==> config.mk <==
export PLATFORM = sky130hd
export DESIGN_NAME = mtc_quarter_frame_decoder_flat
export DESIGN_NICKNAME = d
export VERILOG_FILES = /design/src/rtl/core/mtcqf_pkg.sv /design/src/rtl/core/mtcqf_if.sv /design/src/rtl/core/mtcqf_alu.sv /design/src/rtl/core/mtcqf_ctrl.sv /design/src/rtl/core/mtc_quarter_frame_decoder.sv /design/src/flat_wrapper.sv
export SDC_FILE = /design/constraint.sdc
export NUM_CORES = 1
export LEC_CHECK = 0
export BUFFER_PORTS_ARGS = -buffer_cell sky130_fd_sc_hd__buf_2
export CAP_MARGIN = 20
export CORE_ASPECT_RATIO = 1.75
export CORE_UTILIZATION = 50
export DETAILED_ROUTE_END_ITERATION = 12
export PLACE_DENSITY = 0.77
export SYNTH_ARGS = -nofsm -noshare
export SYNTH_HDL_FRONTEND = slang
export SYNTH_SLANG_ARGS = --single-unit
==> constraint.sdc <==
create_clock -name clk -period 11.1 [get_ports clk]
set_input_delay 1.11 -clock clk [delete_from_list [all_inputs] [get_ports clk]]
set_output_delay 1.11 -clock clk [all_outputs]
set_load 0.01 [all_outputs]
==> src/rtl/core/mtcqf_pkg.sv <==
// Package for the MTC quarter-frame decoder: widths, constants, types and helpers.
`default_nettype none
package mtcqf_pkg;

  localparam int BYTE_W   = 8;
  localparam int FRAMES_W = 5;
  localparam int SECS_W   = 6;
  localparam int MINS_W   = 6;
  localparam int HOURS_W  = 5;
  localparam int CODE_W   = 2;
  localparam int SR_W     = 18;
  localparam int POS_W    = 35;
  localparam int WHOLE_W  = 17;  // h*3600 + m*60 + s, max 115443
  localparam int DIVD_W   = 23;  // frames * sample_rate, max 31 * (2^18 - 1)
  localparam int RDIV_W   = 5;   // frame rate divisor, at most 30
  localparam int CNT_W    = 5;
  localparam int CFG_IDX_W = 1;

  localparam logic [WHOLE_W-1:0] HOUR_SECS = WHOLE_W'(3600);
  localparam logic [WHOLE_W-1:0] MIN_SECS  = WHOLE_W'(60);

  localparam logic [CNT_W-1:0] MUL_STEPS = CNT_W'(SR_W);
  localparam logic [CNT_W-1:0] DIV_STEPS = CNT_W'(DIVD_W);

  // Configuration register indexes
  localparam logic [CFG_IDX_W-1:0] REG_SYNC_EN     = 1'b0;
  localparam logic [CFG_IDX_W-1:0] REG_SAMPLE_RATE = 1'b1;

  localparam logic [SR_W-1:0] SAMPLE_RATE_RST = SR_W'(48000);

  // Quarter-frame piece numbers
  localparam logic [2:0] PC_FRAMES_LO = 3'd0;
  localparam logic [2:0] PC_FRAMES_HI = 3'd1;
  localparam logic [2:0] PC_SECS_LO   = 3'd2;
  localparam logic [2:0] PC_SECS_HI   = 3'd3;
  localparam logic [2:0] PC_MINS_LO   = 3'd4;
  localparam logic [2:0] PC_MINS_HI   = 3'd5;
  localparam logic [2:0] PC_HOURS_LO  = 3'd6;
  localparam logic [2:0] PC_HOURS_HI  = 3'd7;

  // Frame rate codes
  localparam logic [CODE_W-1:0] RATE_24 = 2'd0;
  localparam logic [CODE_W-1:0] RATE_25 = 2'd1;
  localparam logic [CODE_W-1:0] RATE_29 = 2'd2;
  localparam logic [CODE_W-1:0] RATE_30 = 2'd3;

  typedef enum logic [2:0] {
    ST_IDLE,
    ST_LOAD,
    ST_MUL,
    ST_DIV,
    ST_FIN,
    ST_OUT
  } state_t;

  typedef struct packed {
    logic ready;
    logic load;
    logic mul;
    logic div;
    logic fin;
    logic valid;
  } ctl_t;

  function automatic logic [RDIV_W-1:0] rate_div(input logic [CODE_W-1:0] code);
    logic [RDIV_W-1:0] r;
    unique case (code)
      RATE_24: r = RDIV_W'(24);
      RATE_25: r = RDIV_W'(25);
      RATE_29: r = RDIV_W'(29);
      RATE_30: r = RDIV_W'(30);
      default: r = RDIV_W'(30);
    endcase
    return r;
  endfunction

endpackage
`default_nettype wire

==> src/rtl/core/mtcqf_if.sv <==
// Valid/ready channel interfaces for quarter-frame bytes and decoded results.
`default_nettype none
interface mtcqf_in_if;
  import mtcqf_pkg::*;
  logic              valid;
  logic              ready;
  logic [BYTE_W-1:0] qf_byte;
  modport source (output valid, output qf_byte, input ready);
  modport sink   (input valid, input qf_byte, output ready);
endinterface

interface mtcqf_out_if;
  import mtcqf_pkg::*;
  logic                valid;
  logic                ready;
  logic [POS_W-1:0]    position_samples;
  logic [HOURS_W-1:0]  tc_hours;
  logic [MINS_W-1:0]   tc_minutes;
  logic [SECS_W-1:0]   tc_seconds;
  logic [FRAMES_W-1:0] tc_frames;
  logic [CODE_W-1:0]   rate_code;
  modport source (output valid, output position_samples, output tc_hours,
                  output tc_minutes, output tc_seconds, output tc_frames,
                  output rate_code, input ready);
  modport sink   (input valid, input position_samples, input tc_hours,
                  input tc_minutes, input tc_seconds, input tc_frames,
                  input rate_code, output ready);
endinterface
`default_nettype wire

==> src/rtl/core/mtcqf_alu.sv <==
// Shared adder/subtractor used for multiply, divide and final sum steps.
`default_nettype none
module mtcqf_alu (
  input  wire logic                      sub,
  input  wire logic [mtcqf_pkg::POS_W-1:0] a,
  input  wire logic [mtcqf_pkg::POS_W-1:0] b,
  output logic      [mtcqf_pkg::POS_W-1:0] res,
  output logic                           borrow
);
  import mtcqf_pkg::*;

  logic [POS_W:0] full;

  always_comb begin
    if (sub) begin
      full = {1'b0, a} - {1'b0, b};
    end else begin
      full = {1'b0, a} + {1'b0, b};
    end
  end

  assign res    = full[POS_W-1:0];
  assign borrow = sub & full[POS_W];

endmodule
`default_nettype wire

==> src/rtl/core/mtcqf_ctrl.sv <==
// Sequencer: load, shift-add multiply, restoring divide, final add, result hold.
`default_nettype none
module mtcqf_ctrl (
  input  wire logic           clk,
  input  wire logic           rst,
  input  wire logic           start,
  input  wire logic           out_ready,
  output mtcqf_pkg::ctl_t     ctl
);
  import mtcqf_pkg::*;

  state_t           state, state_next;
  logic [CNT_W-1:0] cnt, cnt_next;

  always_ff @(posedge clk) begin
    if (rst) begin
      state <= ST_IDLE;
      cnt   <= '0;
    end else begin
      state <= state_next;
      cnt   <= cnt_next;
    end
  end

  always_comb begin
    state_next = state;
    cnt_next   = cnt;
    unique case (state)
      ST_IDLE: begin
        if (start) state_next = ST_LOAD;
      end
      ST_LOAD: begin
        state_next = ST_MUL;
        cnt_next   = MUL_STEPS - CNT_W'(1);
      end
      ST_MUL: begin
        if (cnt == '0) begin
          state_next = ST_DIV;
          cnt_next   = DIV_STEPS - CNT_W'(1);
        end else begin
          cnt_next = cnt - CNT_W'(1);
        end
      end
      ST_DIV: begin
        if (cnt == '0) begin
          state_next = ST_FIN;
        end else begin
          cnt_next = cnt - CNT_W'(1);
        end
      end
      ST_FIN: begin
        state_next = ST_OUT;
      end
      ST_OUT: begin
        if (out_ready) state_next = ST_IDLE;
      end
      default: state_next = ST_IDLE;
    endcase
  end

  always_comb begin
    ctl = '0;
    unique case (state)
      ST_IDLE: ctl.ready = 1'b1;
      ST_LOAD: ctl.load  = 1'b1;
      ST_MUL:  ctl.mul   = 1'b1;
      ST_DIV:  ctl.div   = 1'b1;
      ST_FIN:  ctl.fin   = 1'b1;
      ST_OUT:  ctl.valid = 1'b1;
      default: ctl = '0;
    endcase
  end

endmodule
`default_nettype wire

==> src/rtl/core/mtc_quarter_frame_decoder.sv <==
// MTC quarter-frame decoder: timecode assembly and conversion to sample position.
// With sync on, pieces 0..6 are stored and give no result; a piece-7 byte gives
// its result after a load, 18 multiply and 23 divide steps and a final add, all
// through one shared 35-bit adder. The next byte is taken the cycle after the
// result transaction, so no byte is taken while a piece-7 byte is converted or
// while its result waits at the output.
// Reset (synchronous, active high): time fields cleared, sync off, rate 48000.
`default_nettype none
module mtc_quarter_frame_decoder (
  input  wire logic                            clk,
  input  wire logic                            rst,
  input  wire logic                            wr_en,
  input  wire logic [mtcqf_pkg::CFG_IDX_W-1:0] wr_index,
  input  wire logic [mtcqf_pkg::SR_W-1:0]      wr_data,
  mtcqf_in_if.sink                             qf,
  mtcqf_out_if.source                          res
);
  import mtcqf_pkg::*;

  logic                sync_en;
  logic [SR_W-1:0]     sample_rate;
  logic [FRAMES_W-1:0] frames_acc;
  logic [SECS_W-1:0]   seconds_acc;
  logic [MINS_W-1:0]   minutes_acc;
  logic [HOURS_W-1:0]  hours_acc;
  logic [CODE_W-1:0]   rate_code;
  logic [RDIV_W-1:0]   rdiv;

  logic [POS_W-1:0]    mcand;
  logic [SR_W-1:0]     mplier;
  logic [POS_W-1:0]    acc;
  logic [DIVD_W-1:0]   divd;   // dividend shifts out, quotient shifts in
  logic [RDIV_W-1:0]   rem;

  ctl_t                ctl;
  logic                take;
  logic [2:0]          piece;
  logic [3:0]          nib;
  logic                start;

  logic                alu_sub;
  logic [POS_W-1:0]    alu_a, alu_b, alu_res;
  logic                alu_borrow;
  logic [RDIV_W:0]     trial;
  logic [WHOLE_W-1:0]  whole;

  assign take  = qf.valid & ctl.ready;
  assign piece = qf.qf_byte[6:4];
  assign nib   = qf.qf_byte[3:0];
  assign start = take & sync_en & (piece == PC_HOURS_HI);

  mtcqf_ctrl u_ctrl (
    .clk       (clk),
    .rst       (rst),
    .start     (start),
    .out_ready (res.ready),
    .ctl       (ctl)
  );

  // configuration registers
  always_ff @(posedge clk) begin
    if (rst) begin
      sync_en     <= 1'b0;
      sample_rate <= SAMPLE_RATE_RST;
    end else if (wr_en) begin
      unique case (wr_index)
        REG_SYNC_EN:     sync_en     <= wr_data[0];
        REG_SAMPLE_RATE: sample_rate <= wr_data;
        default:         sync_en     <= sync_en;
      endcase
    end
  end

  // timecode assembly
  always_ff @(posedge clk) begin
    if (rst) begin
      frames_acc  <= '0;
      seconds_acc <= '0;
      minutes_acc <= '0;
      hours_acc   <= '0;
    end else if (take && sync_en) begin
      unique case (piece)
        PC_FRAMES_LO: frames_acc  <= {frames_acc[4], nib};
        PC_FRAMES_HI: frames_acc  <= {nib[0], frames_acc[3:0]};
        PC_SECS_LO:   seconds_acc <= {seconds_acc[5:4], nib};
        PC_SECS_HI:   seconds_acc <= {nib[1:0], seconds_acc[3:0]};
        PC_MINS_LO:   minutes_acc <= {minutes_acc[5:4], nib};
        PC_MINS_HI:   minutes_acc <= {nib[1:0], minutes_acc[3:0]};
        PC_HOURS_LO:  hours_acc   <= {hours_acc[4], nib};
        PC_HOURS_HI:  hours_acc   <= {nib[0], hours_acc[3:0]};
        default:      hours_acc   <= hours_acc;
      endcase
    end
  end

  always_ff @(posedge clk) begin
    if (start) begin
      rate_code <= nib[2:1];
      rdiv      <= rate_div(nib[2:1]);
    end
  end

  assign whole = WHOLE_W'(hours_acc) * HOUR_SECS + WHOLE_W'(minutes_acc) * MIN_SECS
               + WHOLE_W'(seconds_acc);

  // divide step: bring down the next dividend bit
  assign trial = {rem, divd[DIVD_W-1]};

  always_comb begin
    alu_sub = 1'b0;
    alu_a   = acc;
    alu_b   = mcand;
    if (ctl.div) begin
      alu_sub = 1'b1;
      alu_a   = POS_W'(trial);
      alu_b   = POS_W'(rdiv);
    end else if (ctl.fin) begin
      alu_b   = POS_W'(divd);
    end
  end

  mtcqf_alu u_alu (
    .sub    (alu_sub),
    .a      (alu_a),
    .b      (alu_b),
    .res    (alu_res),
    .borrow (alu_borrow)
  );

  // position = whole * rate + floor(frames * rate / divisor)
  always_ff @(posedge clk) begin
    if (ctl.load) begin
      mcand  <= POS_W'(whole);
      mplier <= sample_rate;
      acc    <= '0;
      divd   <= DIVD_W'(frames_acc) * DIVD_W'(sample_rate);
      rem    <= '0;
    end else if (ctl.mul) begin
      if (mplier[0]) acc <= alu_res;
      mcand  <= {mcand[POS_W-2:0], 1'b0};
      mplier <= {1'b0, mplier[SR_W-1:1]};
    end else if (ctl.div) begin
      if (!alu_borrow) begin
        rem  <= alu_res[RDIV_W-1:0];
        divd <= {divd[DIVD_W-2:0], 1'b1};
      end else begin
        rem  <= trial[RDIV_W-1:0];
        divd <= {divd[DIVD_W-2:0], 1'b0};
      end
    end else if (ctl.fin) begin
      acc <= alu_res;
    end
  end

  assign qf.ready             = ctl.ready;
  assign res.valid            = ctl.valid;
  assign res.position_samples = acc;
  assign res.tc_hours         = hours_acc;
  assign res.tc_minutes       = minutes_acc;
  assign res.tc_seconds       = seconds_acc;
  assign res.tc_frames        = frames_acc;
  assign res.rate_code        = rate_code;

endmodule
`default_nettype wire

==> src/flat_wrapper.sv <==
// flat-port wrapper written by rule: the top's interface ports become plain ports
module mtc_quarter_frame_decoder_flat import mtcqf_pkg::*;
  (clk, rst, wr_en, wr_index, wr_data, qf_valid, qf_qf_byte, qf_ready, res_valid, res_position_samples, res_tc_hours, res_tc_minutes, res_tc_seconds, res_tc_frames, res_rate_code, res_ready);
  mtcqf_in_if qf_i ();
  mtcqf_out_if res_i ();
  input  wire logic clk;
  input  wire logic rst;
  input  wire logic wr_en;
  input  wire logic [mtcqf_pkg::CFG_IDX_W-1:0] wr_index;
  input  wire logic [mtcqf_pkg::SR_W-1:0] wr_data;
  input wire logic [$bits(qf_i.valid)-1:0] qf_valid;
  input wire logic [$bits(qf_i.qf_byte)-1:0] qf_qf_byte;
  output wire logic [$bits(qf_i.ready)-1:0] qf_ready;
  output wire logic [$bits(res_i.valid)-1:0] res_valid;
  output wire logic [$bits(res_i.position_samples)-1:0] res_position_samples;
  output wire logic [$bits(res_i.tc_hours)-1:0] res_tc_hours;
  output wire logic [$bits(res_i.tc_minutes)-1:0] res_tc_minutes;
  output wire logic [$bits(res_i.tc_seconds)-1:0] res_tc_seconds;
  output wire logic [$bits(res_i.tc_frames)-1:0] res_tc_frames;
  output wire logic [$bits(res_i.rate_code)-1:0] res_rate_code;
  input wire logic [$bits(res_i.ready)-1:0] res_ready;
  assign qf_i.valid = qf_valid;
  assign qf_i.qf_byte = qf_qf_byte;
  assign qf_ready = qf_i.ready;
  assign res_valid = res_i.valid;
  assign res_position_samples = res_i.position_samples;
  assign res_tc_hours = res_i.tc_hours;
  assign res_tc_minutes = res_i.tc_minutes;
  assign res_tc_seconds = res_i.tc_seconds;
  assign res_tc_frames = res_i.tc_frames;
  assign res_rate_code = res_i.rate_code;
  assign res_i.ready = res_ready;
  mtc_quarter_frame_decoder u_core (.clk(clk), .rst(rst), .wr_en(wr_en), .wr_index(wr_index), .wr_data(wr_data), .qf(qf_i), .res(res_i));
endmodule
* After elaboration in Yosys (flattened, before gate mapping)
Index checks and enable logic that the tools add are counted.
W data, S select, Z words.
** Word-level totals
- Bits in registers :: 172
- Latch bits :: 0
- Memory bits (writable) :: 0
- Bits in read-only memories :: 0
- Input port bits :: 32
- Logic and storage cells :: 126
- Memories :: 0
** Operators by class
- Add/sub/neg operators :: 5
- $mul :: 3
- Div/mod/pow operators :: 0
- Order comparisons :: 0
- Eq/ne operators :: 23
- Shifts and indexed selects :: 0
- Mux-type cells :: 37
- Bitwise logic cells :: 14
- Reductions and logical operators :: 24
** Operators with widths (number)
- $mux W35 :: 7
- $mux W23 :: 3
- $add A35 B35 Y36 :: 1
- $mux W18 :: 2
- $mux W36 :: 1
- $sub A35 B35 Y36 :: 1
- $mux W17 :: 2
- $reduce_and A3 Y1 :: 9
- $pmux W6 S2 :: 2
- $mul A5 B18 Y23 :: 1
- $pmux W5 S2 :: 2
- $pmux W5 S4 :: 1
- $eq A3 B3 Y1 const B :: 6
- $pmux W3 S6 :: 1
- $add A17 B12 Y17 :: 1
- $add A17 B6 Y17 :: 1
- $mux W5 :: 3
- $pmux W5 S3 :: 1
- $mul A5 B8 Y13 const B :: 1
- $eq A3 B2 Y1 const B :: 4
- $mux W3 :: 4
- $mul A6 B4 Y10 const B :: 1
- $not A1 Y1 :: 10
- $reduce_and A2 Y1 :: 5
- other kinds (15) :: 36

* Longest topological paths before layout
Gate-level depths: netlist of run 1.
- Depth in word-level cells :: 11
- Gate-level depth with buffers :: 25
- Depth with buffers taken out :: 21

* Cells and area by module
A second synthesis of run 1 with hierarchy kept.
** Second synthesis, totals
- Cell total of the unflattened synthesis :: 1678
- Area total of the unflattened synthesis :: 14639.0 um2
** By module, submodules not included
- mtc_quarter_frame_decoder :: instances 1, cells an instance 1225, area each 11426.0 um2, seq. area each 3873.7 um2
- mtcqf_alu :: instances 1, cells an instance 390, area each 2678.8 um2, seq. area each 0.0 um2
- mtcqf_ctrl :: instances 1, cells an instance 63, area each 534.3 um2, seq. area each 160.2 um2

* Least setup slack after synthesis of run 1
No wires, ideal clock.
- Kind :: register to register
- From :: register u_core.frames_acc[4], in the netlist u_core.res.tc_frames[4]
- To :: register u_core.divd[20], data pin
- Library setup time :: 0.268 ns
- Arrival time :: 4.501 ns
- Slack :: 6.331 ns
- Cell stages (with the launch flop) :: 18
- Buffers on the path :: 2
- Period minus slack after synthesis :: 4.769 ns
- Path through :: dfxtp_1 clkbuf_1 clkbuf_1 nand2_1 fa_1 inv_1 fa_1 fa_1 ha_1 o21a_1 o21a_1 o21a_1 o2bb2ai_1 a211oi_1 or4_1 a31o_2 xnor2_1 o21ai_0
** Between the ends
- Longest elaborated chain between the ends :: 2
** Ends and longest elaborated chain
- start, declared :: line mtc_quarter_frame_decoder.sv:22 : logic [FRAMES_W-1:0] frames_acc;
- start signal, assigned :: line mtc_quarter_frame_decoder.sv:83 : PC_FRAMES_LO: frames_acc <= {frames_acc[4], nib};
- start signal, assigned :: line mtc_quarter_frame_decoder.sv:84 : PC_FRAMES_HI: frames_acc <= {nib[0], frames_acc[3:0]};
- $mul A5 B18 Y23 :: line mtc_quarter_frame_decoder.sv:136 : divd <= DIVD_W'(frames_acc) * DIVD_W'(sample_rate);
- $mux W23 :: line mtc_quarter_frame_decoder.sv:132 : if (ctl.load) begin
- end signal, assigned :: line mtc_quarter_frame_decoder.sv:136
- end signal, assigned :: line mtc_quarter_frame_decoder.sv:145 : divd <= {divd[DIVD_W-2:0], 1'b1};
- end signal, assigned :: line mtc_quarter_frame_decoder.sv:148 : divd <= {divd[DIVD_W-2:0], 1'b0};
- end, declared :: line mtc_quarter_frame_decoder.sv:32 : logic [DIVD_W-1:0] divd;
Every way passes these cells.
A chain may end at the register's enable or synchronous reset.

* Final worst setup path of run 1
- From :: register u_core.u_ctrl.state[2]
- To :: register u_core.rem[2]
** Between the ends
- Longest elaborated chain between the ends :: 8
- Elaborated cells between the ends (all ways) :: 19
- Those cells by class :: 2 x add/sub; 4 x eq/ne; 10 x mux; 2 x bitwise; 1 x reduce/logical
** Ends and longest elaborated chain
- start, declared :: line mtcqf_ctrl.sv:12 : state_t state, state_next;
- start signal, assigned :: line mtcqf_ctrl.sv:20 : state <= state_next;
- $eq A3 B3 Y1 :: line mtcqf_ctrl.sv:63 : unique case (state)
- $mux W1 :: line mtcqf_ctrl.sv:63
- $mux W35 :: line mtc_quarter_frame_decoder.sv:117 : end else if (ctl.fin) begin
- $mux W35 :: line mtc_quarter_frame_decoder.sv:113 : if (ctl.div) begin
- $add A35 B35 Y36 or $sub A35 B35 Y36 (tied branches) :: line mtcqf_alu.sv:18, mtcqf_alu.sv:16
- $mux W36 :: line mtcqf_alu.sv:15 : if (sub) begin
- $and A1 B1 Y1 :: line mtcqf_alu.sv:23 : assign borrow = sub & full[POS_W];
- $mux W5 :: line mtc_quarter_frame_decoder.sv:143 : if (!alu_borrow) begin
- end signal, assigned :: line mtc_quarter_frame_decoder.sv:144 : rem <= alu_res[RDIV_W-1:0];
- end signal, assigned :: line mtc_quarter_frame_decoder.sv:147 : rem <= trial[RDIV_W-1:0];
- end, declared :: line mtc_quarter_frame_decoder.sv:33 : logic [RDIV_W-1:0] rem;
Parallel ways exist; a longest one is shown, timed or not.

==> qor.yml, run 1 <==
final_layout:
  num_antenna_cells: 0
  final_cell_count_no_fill: 2178
  nets: 2002
  nFillCells: 2664
  regArea_um2: 4034
  drive_gt1_share_pct: 10.44
  fin_area_um2: 15770
  multiInputGateArea_um2: 9718
  postLayoutCoreUtil_pct: 55.29
  area_delta_synth_final_pct: 9.040
timing:
  setup_viol: 0
  layout_setup_ws_ns: 4.797
  relSlewSlack_pct: 36.70
  hold_viol_final: 0
  fin_tns_setup_ns: 0
  fin_crit_ns: 6.303
  slew_violations: 0
  period_share_pct: 56.78
  rsz0062_at_grt: "false"
  max_freq_ghz: 0.1587
  whs_ns: 0.4606
  clock_skew_ns: 0.01547
  worstMarginPinSlew_ns: 0.9485
yosys:
  async_reset_ff_share_pct: 0
  synthesis.nets: 1966
  syn_area_per_cell_um2: 8.260
  synth_ff_type: "dfxtp_1"
  synthCells: 1751
  synth_edf_count: 63
  yosysWarnings: 0
  post_synth_num_cell_types: 81
  synth-seq-cells: 170
  seq_area_frac_synth_pct: 27.89
  syn-cell-area_um2: 14460
detailed_routing:
  drc: 0
  ant_nets: 0
  viasPerCell: 5.605
  drt_iter0_markers: 651
  routed_wl_um: 34150
  wl_per_cell_um: 15.68
  dr.pass1.iters: 6
  vias: 12210
clock_tree:
  cts-buffers-inserted: 17
  root_buffer: "clkbuf_16"
  path_clk_slew_ns: 0.08
  clockBufferDepth: 2
  clock_latency_ns: 0.46
  post_cts_hold_buffer_count: 0
  post_cts_buffers: 0
  cts.htree.levels: 4
  cts_tree: "done"
  cts_sinks: 170
  cts-resized-gates: 0
worst_setup_path:
  crit_path_end_kind: "register"
  crit_path_top_delay_cell: "dfxtp_1"
  path_delay_family: "simple AND/OR/NAND/NOR gates"
  start_kind: "register"
  arrival_ns: 6.64
  crit_top_cell: "o21bai_1"
  cp_max_fo: 25
  worstPathRequired_ns: 11.44
  crit_buf_inv: 1
  path_cells: "or3b_1 -> buf_4 -> o22ai_1 -> a21oi_1 -> nor4_2 -> nand4_1 -> or3b_4 -> nor2_8 -> nor2_2 -> o31ai_1 -> ha_1 -> and2_1 -> o21ai_0 -> o21bai_1 -> a2111o_1 -> o21bai_1 -> o21a_1 -> nor3_1 -> a221o_1"
  worst-r2r-cell-count: 19
  slowest_delay_ns: 0.72
  crit_type: "reg2reg"
  path_depth: 19
power_and_ir_drop:
  powerDensity_nw_per_um2: 149.5
  power_mw: 2.358
  max-vdd-ir-drop_mv: 0.1186
  leakagePower_nw: 7.374
global_route:
  grt_use_total_pct: 24.15
  overflow: 0
  antenna_found_initial: 0
  grt_pass1_vias: 12030
  grt_pass1_wl_um: 56940
  grt_max_degree: 91
run:
  cap_violations: 0
floorplanning:
  core_area_um2: 28520
  die_w_um: 130.6
  initial_core_util_pct: 50.71
  die_y_um: 227.0
  pin_count: 93
  die_area_um2: 29640
  rows: 82
run_status:
  outcome: "completed"
place:
  dp.cells: 2146
  hpwlAfterDp_um: 26320
  post_dp_cell_area_um2: 15150
  gp_routability_congestion: 0.9400
  pre_cts_ws_ns: 4.995
  port_buffers: 91
hold_path:
  hp-class: "reg2reg"
  holdPathStages: 2
kinds of logic (layout without fill, tap and decap cells):
kind of cell | Yosys count | count (layout) | synth area share (%)
xor gates and xnor gates | 83 | 83 | 5.026
buffers and inverters | 185 | 234 | 5.078
adders and majority gates | 183 | 183 | 19.15
AOI/OAI and AO/OA | 415 | 415 | 18.04
and+or+nand+nor | 684 | 684 | 22.58
DFF | 170 | 170 | 27.89
muxes | 31 | 31 | 2.232
worst min-delay path, delay by kind of cell, from the launching register on:
family           cells  cell delay (ns)
AND/OR/NAND/NOR      1             0.05
AO/OA/AOI/OAI        1             0.05
flip-flops           1             0.32
worst paths after layout:
| path | start | to | slack, ns |
|---|---|---|---|
| worst min register to register | u_core.res.position_samples[15] | u_core.res.position_samples[15] | 0.46 |
| worst min-delay path | u_core.res.position_samples[15] | u_core.res.position_samples[15] | 0.46 |
| worst max-delay path | u_core.u_ctrl.state[2] | u_core.rem[2] | 4.80 |
| worst max register to register | u_core.u_ctrl.state[2] | u_core.rem[2] | 4.80 |
layer usage:
layer / share of wire [%] / vias up / GRT usage [%] / wire length (um)
li1: - / 6092 / - / -
met1: 39 / 5717 / 26.92 / 13470
met2: 53 / 313 / 44.03 / 17960
met3: 3.9 / 86 / 3.784 / 1324
met4: 4.1 / 0 / 11.42 / 1387
met5: 0 / - / 0 / 0
layout by cell type (no fill, tap or decap), drive strengths merged, types with 11 or more instances in the layout:
cell type,n
a211oi,17
a21o,37
a21oi,140
and2,79
buf,104
clkbuf,17
dfxtp,107
edfxtp,63
fa,64
ha,119
inv,109
mux2i,31
nand2,350
nand2b,18
nand3,28
nor2,96
nor3,21
o21a,18
o21ai,102
o21bai,12
o22ai,23
o31ai,11
or2,12
or3,19
xnor2,51
xor2,32
sequential cells by signal (all words and copies together), names as in the netlist, 5 cells and up:
register,flops
u_core.mcand,35
u_core.res.position_samples,35
u_core.divd,23
u_core.mplier,18
u_core.sample_rate,18
u_core.res.tc_minutes,6
u_core.res.tc_seconds,6
u_core.rem,5
u_core.res.tc_frames,5
u_core.res.tc_hours,5
u_core.u_ctrl.cnt,5
cell type report:
class / count / share of cell area (%)
multi-input cells: 1396 / 61.62
flip-flops and latches: 170 / 25.58
repair buffers: 104 / 3.507
well taps: 378 / 2.999
clock buffers: 17 / 2.698
inverters: 98 / 2.333
clock inverters: 15 / 1.262
synthesized netlist by cell type, types with 4 or more instances:
cell type,number,area share (%)
nand2_1,349,9.1
a21oi_1,134,4.6
ha_1,119,10
dfxtp_1,107,15
o21ai_0,99,3.4
inv_1,98,2.5
nor2_1,94,2.4
and2_1,78,3.4
clkbuf_1,72,1.9
fa_1,64,8.9
edfxtp_1,63,13
xnor2_1,51,3.1
a21o_1,37,1.9
xor2_1,32,1.9
mux2i_1,30,2.1
nand3_1,26,0.90
nor3_1,20,0.69
o22ai_1,19,0.82
or3_1,19,0.82
o21a_1,18,0.93
nand2b_1,17,0.74
a211oi_1,16,0.83
o21bai_1,12,0.62
or2_2,11,0.48
a21boi_0,10,0.52
nand3b_1,10,0.52
o31ai_1,10,0.52
and3_1,8,0.35
nor2b_1,8,0.35
a21oi_2,6,0.36
a31oi_1,6,0.26
nor3b_1,6,0.31
buf_1,5,0.13
buf_2,5,0.17
nand4_1,5,0.22
o211ai_1,5,0.26
a221o_1,4,0.28
o22ai_2,4,0.35
power breakdown:
part | switching, mW | leakage [nW] | internal (mW)
combinational | 0.508 | 5.62 | 0.346
clock | 0.283 | 0.312 | 0.364
sequential | 0.0881 | 1.44 | 0.768
(Power assumes the default switching activity.)
==> run 2, diff against run 1 <==
--- a/config.mk
+++ b/config.mk
@@ -10,7 +10,7 @@
 export CORE_ASPECT_RATIO = 1.75
 export CORE_UTILIZATION = 50
 export DETAILED_ROUTE_END_ITERATION = 12
-export PLACE_DENSITY = 0.77
+export PLACE_DENSITY = 0.79
 export SYNTH_ARGS = -nofsm -noshare
 export SYNTH_HDL_FRONTEND = slang
 export SYNTH_SLANG_ARGS = --single-unit
==> constraint.sdc (replaced) <==
create_clock -name clk -period 5.2 [get_ports clk]
set_input_delay 0.52 -clock clk [delete_from_list [all_inputs] [get_ports clk]]
set_output_delay 0.52 -clock clk [all_outputs]
set_load 0.01 [all_outputs]
==> run 2 against run 1 <==
Largest cell class unchanged; core utilization up 1.1 points; highest routed layer unchanged; combinational power up 120%; die area unchanged.
==> qor.yml, run 2 (same netlist as run 1, synthesis figures left out) <==
place:
  port_buffers: 91  # unchanged
  post_dp_cell_area_um2: 15360  # +1.4%
  pre_cts_ws_ns: 0.06726  # -4.928 ns
  hpwlAfterDp_um: 26960  # +2.4%
  gp_routability_congestion: 0.9202  # -2.1%
detailed_routing:
  viasPerCell: 5.626  # +0.37%
  drt_iter0_markers: 640  # -1.7%
  routed_wl_um: 34980  # +2.4%
  drc: 0  # unchanged
  ant_nets: 0  # unchanged
  wl_per_cell_um: 15.81  # +0.87%
  dr.pass1.iters: 5  # -1
  vias: 12440  # +1.9%
final_layout:
  nets: 2036  # +1.7%
  drive_gt1_share_pct: 13.03  # +2.6 points
  nFillCells: 2626  # -1.4%
  num_antenna_cells: 0  # unchanged
  final_cell_mix: "nand2_1 (349), a21oi_1 (132), ha_1 (115), dfxtp_1 (107), inv_1 (98)"
  postLayoutCoreUtil_pct: 56.37  # +1.1 points
  multiInputGateArea_um2: 9792  # +0.76%
  fin_area_um2: 16080  # +2.0%
  regArea_um2: 4034  # unchanged
  area_delta_synth_final_pct: 11.18
  layout_commonest_cell: "nand2_1"
power_and_ir_drop:
  leakagePower_nw: 7.531  # +2.1%
  max-vdd-ir-drop_mv: 0.2797  # +140%
  powerDensity_nw_per_um2: 312.6  # +110%
  power_mw: 5.026  # +110%
worst_setup_path:
  crit_path_end_kind: "register"
  worstPathRequired_ns: 5.54  # -5.90 ns
  start_kind: "register"
  crit_type: "reg2reg"
  arrival_ns: 5.40  # -1.24 ns
  cp_max_fo: 18  # -28%
timing:
  period_share_pct: 97.32  # +41 points
  fin_crit_ns: 5.061  # -1.243 ns
  rsz0062_at_grt: "true"
  relSlewSlack_pct: 38.48  # +1.8 points
  hold_viol_final: 0  # unchanged
  max_freq_ghz: 0.1976  # +25%
  layout_setup_ws_ns: 0.1395  # -4.657 ns
  setup_viol: 0  # unchanged
  fin_tns_setup_ns: 0  # unchanged
  worstMarginPinSlew_ns: 0.9218  # -0.02667 ns
  clock_skew_ns: 0.008007  # -0.007467 ns
  slew_violations: 0  # unchanged
run_status:
  outcome: "completed"
clock_tree:
  clock_latency_ns: 0.46  # about the same
  clockBufferDepth: 2  # unchanged
  post_cts_hold_buffer_count: 0  # unchanged
  root_buffer: "clkbuf_16"
  path_clk_slew_ns: 0.07  # about the same
  cts_tree: "done"
  cts.htree.levels: 4  # unchanged
  cts-buffers-inserted: 17  # unchanged
  cts_sinks: 170  # unchanged
global_route:
  grt_use_total_pct: 24.61  # +0.47 points
  antenna_found_initial: 0  # unchanged
  grt_pass1_vias: 12530  # +4.2%
  overflow: 0  # unchanged
  grt_pass1_wl_um: 57790  # +1.5%
  grt_max_degree: 68  # -25%
floorplanning:
  die_w_um: 130.6  # unchanged
  rows: 82  # unchanged
  initial_core_util_pct: 50.71  # unchanged
  die_y_um: 227.0  # unchanged
  die_area_um2: 29640  # unchanged
  core_area_um2: 28520  # unchanged
  pin_count: 93  # unchanged
run:
  cap_violations: 0  # unchanged
hold_path:
  hp-class: "in2reg"
[run 2: cell count changes in the layout (fill, tap and decap cells not counted), moves of 2 or more]
cell | before | now
buf_4 | 13 | 45
bufinv_16 | 3 | 1
clkbuf_8 | 0 | 2
clkinv_4 | 0 | 6
ha_1 | 119 | 115
ha_2 | 0 | 4
inv_6 | 6 | 2
inv_8 | 4 | 2
nor2_1 | 93 | 91
o21ai_0 | 99 | 97
o21ai_2 | 0 | 2
[run 2: path summary, 6_finish.rpt]
kind	end	slack [ns]	start	cells after the start
worst max-delay path	u_core.res.position_samples[34]	0.14	u_core.u_ctrl.state[1]	18
worst min-delay path	u_core.sample_rate[8]	0.28	wr_data[8]	3
worst max register to register	u_core.res.position_samples[34]	0.14	u_core.u_ctrl.state[1]	18
worst min register to register	u_core.res.position_samples[20]	0.46	u_core.res.position_samples[20]	2
[run 2: what timing repair did]
action,CTS,global route
setup endpoints to repair,0,11
resized for setup,0,22
setup buffers,0,7
[run 2: stage by stage]
step | instances | hold WS, ns
finish | 2212 | 0.2784
global placement | 2173 | 0.4517
floorplan | 1751 | 0.4444
CTS | 2205 | 0.2688
global route | 2212 | 0.2942
detailed placement | 2173 | 0.4572
[run 2: area by class of cell]
| class | count | area share, % |
|---|---|---|
| tap | 378 | 2.941 |
| clock inverter | 13 | 0.8404 |
| inverter | 98 | 2.288 |
| clock buffer | 19 | 2.817 |
| multi-input combinational | 1396 | 60.90 |
| sequential | 170 | 25.09 |
| timing repair buffer | 138 | 5.128 |
[run 2: report_power, final]
part	leakage [nW]	internal [mW]	total, mW	switching (mW)
clock network	0.288	0.697	1.29	0.590
logic	5.80	0.790	1.91	1.12
registers	1.44	1.64	1.83	0.187
[run 2: layer usage]
| metal | vias up | global-route usage [%] | wire length (um) |
|---|---|---|---|
| li1 | 6171 | - | - |
| met1 | 5863 | 25.79 | 13640 |
| met2 | 303 | 45.38 | 18260 |
| met3 | 107 | 3.149 | 1227 |
| met4 | 0 | 15.72 | 1860 |
| met5 | - | 0 | 0 |
[run 2: critical path, stage by stage (launching register included)]
cell,delay [ns]
dfxtp_1,0.32
buf_4,0.21
nand2b_4,0.21
a22oi_2,0.23
nand2_1,0.10
or2_2,0.32
or2_2,0.30
o21a_1,0.19
or3_1,0.32
ha_2,0.21
or4_1,0.54
a211oi_2,0.26
nor2_1,0.12
a221o_1,0.37
a221o_1,0.41
a21oi_2,0.21
a21oi_1,0.13
nor4b_1,0.16
or3_1,0.35
==> run 3, diff against run 2 <==
--- a/config.mk
+++ b/config.mk
@@ -5,12 +5,13 @@
 export SDC_FILE = /design/constraint.sdc
 export NUM_CORES = 1
 export LEC_CHECK = 0
+export ABC_CLOCK_PERIOD_IN_PS = 5200
 export BUFFER_PORTS_ARGS = -buffer_cell sky130_fd_sc_hd__buf_2
 export CAP_MARGIN = 20
 export CORE_ASPECT_RATIO = 1.75
 export CORE_UTILIZATION = 50
 export DETAILED_ROUTE_END_ITERATION = 12
-export PLACE_DENSITY = 0.79
+export PLACE_DENSITY = 0.7
 export SYNTH_ARGS = -nofsm -noshare
 export SYNTH_HDL_FRONTEND = slang
 export SYNTH_SLANG_ARGS = --single-unit
==> run 3 against run 2 <==
Cell count is essentially flat; via count fell by 0.31%; wire length down 0.67%; sequential power is essentially flat; critical path depth fell by 2; clock power is essentially flat; total power hardly changed; critical endpoint unchanged.
==> qor.yml, run 3 (same netlist as run 1, synthesis figures left out) <==
run_status:
  outcome: "completed"
timing:
  rsz0062_at_grt: "true"
  period_share_pct: 97.02  # -0.30 points
  clock_skew_ns: 0.01181  # +0.003807 ns
  max_freq_ghz: 0.1982  # +0.31%
  whs_ns: 0.2753  # -0.003159 ns
  hold_viol_final: 0  # unchanged
  relSlewSlack_pct: 34.65  # -3.8 points
  fin_crit_ns: 5.045  # -0.01558 ns
  layout_setup_ws_ns: 0.1551  # +0.01558 ns
  slew_violations: 0  # unchanged
  worstMarginPinSlew_ns: 0.9792  # +0.05733 ns
  setup_viol: 0  # unchanged
final_layout:
  num_antenna_cells: 0  # unchanged
  area_delta_synth_final_pct: 11.28  # about the same
  nets: 2037  # +0.049%
  fin_area_um2: 16090  # about the same
  layout_commonest_cell: "nand2_1"
  drive_gt1_share_pct: 12.81  # -0.23 points
  final_cell_mix: "nand2_1 (349), a21oi_1 (133), ha_1 (118), dfxtp_1 (104), inv_1 (98)"
  nFillCells: 2711  # +3.2%
detailed_routing:
  viasPerCell: 5.606  # -0.35%
  routed_wl_um: 34750  # -0.67%
  ant_nets: 0  # unchanged
  vias: 12410  # -0.31%
  drc: 0  # unchanged
  wl_per_cell_um: 15.70  # -0.72%
  drt_iter0_markers: 474  # -26%
  dr.pass1.iters: 5  # unchanged
clock_tree:
  cts.htree.levels: 4  # unchanged
  root_buffer: "clkbuf_16"
  cts_tree: "done"
  post_cts_hold_buffer_count: 0  # unchanged
  cts-buffers-inserted: 17  # unchanged
  cts_sinks: 170  # unchanged
  clockBufferDepth: 2  # unchanged
  clock_latency_ns: 0.46  # about the same
  path_clk_slew_ns: 0.08  # about the same
global_route:
  grt_pass1_wl_um: 58060  # +0.47%
  grt_max_degree: 68  # unchanged
  grt_pass1_vias: 12290  # -1.9%
  overflow: 0  # unchanged
  antenna_found_initial: 0  # unchanged
  grt_use_total_pct: 24.88  # +0.27 points
worst_setup_path:
  crit_path_end_kind: "register"
  crit_type: "reg2reg"
  reg2reg_slack_ns: 0.16  # +0.02 ns
  slowest_delay_ns: 0.56  # +0.02 ns
  arrival_ns: 5.39  # about the same
  start_kind: "register"
  cp_max_fo: 7  # -11
  reg2reg_from: "u_core.u_ctrl.state[1]"
  crit_path_top_delay_cell: "or4_1"
  worstPathRequired_ns: 5.55  # about the same
  path_cells: "or3b_4 -> o221ai_2 -> nand3_2 -> or2_2 -> o21a_1 -> or3_1 -> ha_1 -> or4_1 -> a211oi_2 -> nor2_1 -> a221o_1 -> a221o_1 -> a21oi_2 -> a21oi_1 -> nor4b_1 -> or3_1"
  startpoint: "u_core.u_ctrl.state[1]"
floorplanning:
  die_w_um: 130.6  # unchanged
  die_area_um2: 29640  # unchanged
  die_y_um: 227.0  # unchanged
  initial_core_util_pct: 50.71  # unchanged
  rows: 82  # unchanged
  core_area_um2: 28520  # unchanged
  pin_count: 93  # unchanged
place:
  gp_routability_congestion: 0.9474  # +3.0%
  hpwlAfterDp_um: 27180  # +0.81%
  port_buffers: 91  # unchanged
  post_dp_cell_area_um2: 15370  # about the same
  pre_cts_ws_ns: 0.05384  # -0.01343 ns
hold_path:
  hold_path_startpoint: "wr_data[15]"
  hp-class: "in2reg"
power_and_ir_drop:
  leakagePower_nw: 7.548  # +0.23%
  max-vdd-ir-drop_mv: 0.2685  # -4.0%
  powerDensity_nw_per_um2: 312.5  # about the same
run:
  cap_violations: 0  # unchanged
-- run 3: cell count changes in the layout (fill, tap and decap cells not counted), moves of 3 or more --
cell      previous run  this run
dfxtp_1            107       104
clkinv_4             6         1
ha_1               115       118
ha_2                 4         1
dfxtp_2              0         3
inv_6                2         6
-- run 3: critical path, delay by kind of cell, from the launching register on --
family / cells / cell delay, ns
AO/OA/AOI/OAI: 7 / 1.84
adder cells (fa/ha/maj): 1 / 0.25
flip-flops: 1 / 0.36
AND/OR/NAND/NOR: 8 / 2.48
-- run 3: final timing paths --
path	cells past startpoint	end
setup reg to reg	16	u_core.res.position_samples[34]
hold reg to reg	2	u_core.res.position_samples[7]
hold / removal	3	u_core.sample_rate[15]
setup / recovery	16	u_core.res.position_samples[34]
-- run 3: through the flow --
step | instances | power [mW] | util, % | setup TNS [ns]
2_1_floorplan | 1751 | 3.177 | - | 0
3_3_place_gp | 2174 | 3.682 | 53.88 | 0
3_5_place_dp | 2174 | 3.716 | 53.88 | 0
4_1_cts | 2206 | 5.030 | 55.97 | 0
5_1_grt | 2213 | 5.352 | 56.43 | -0.1237
6_report | 2213 | 5.030 | 56.43 | 0
-- run 3: cell type report --
class	instances	area, um^2	area share [%]
multi-input combinational	1396	9779	60.76
tap	378	473.0	2.939
clock inverter	14	146.4	0.9096
inverter	98	367.9	2.286
timing repair buffer	139	839.6	5.217
sequential	170	4038	25.09
clock buffer	18	450.4	2.799
-- run 3: where the power goes --
part           internal (mW)  switching (mW)  total, mW
registers               1.64           0.180       1.82
logic                  0.792            1.11       1.90
clock network          0.671           0.638       1.31
-- run 3: metal layers --
metal	vias up	GRT usage (%)	share of wire (%)
met4	0	12.87	4.6
met1	5907	26.81	40
met2	252	46.36	53
met3	80	3.290	2.8
met5	-	0	0
li1	6167	-	-
-- run 3: repair_timing --
| item | 4_1_cts | 5_1_grt |
|---|---|---|
| setup endpoints to repair | 0 | 13 |
| hold endpoints to repair | 0 | 0 |
| buffers inserted | 0 | 7 |
| resized for setup | 0 | 21 |
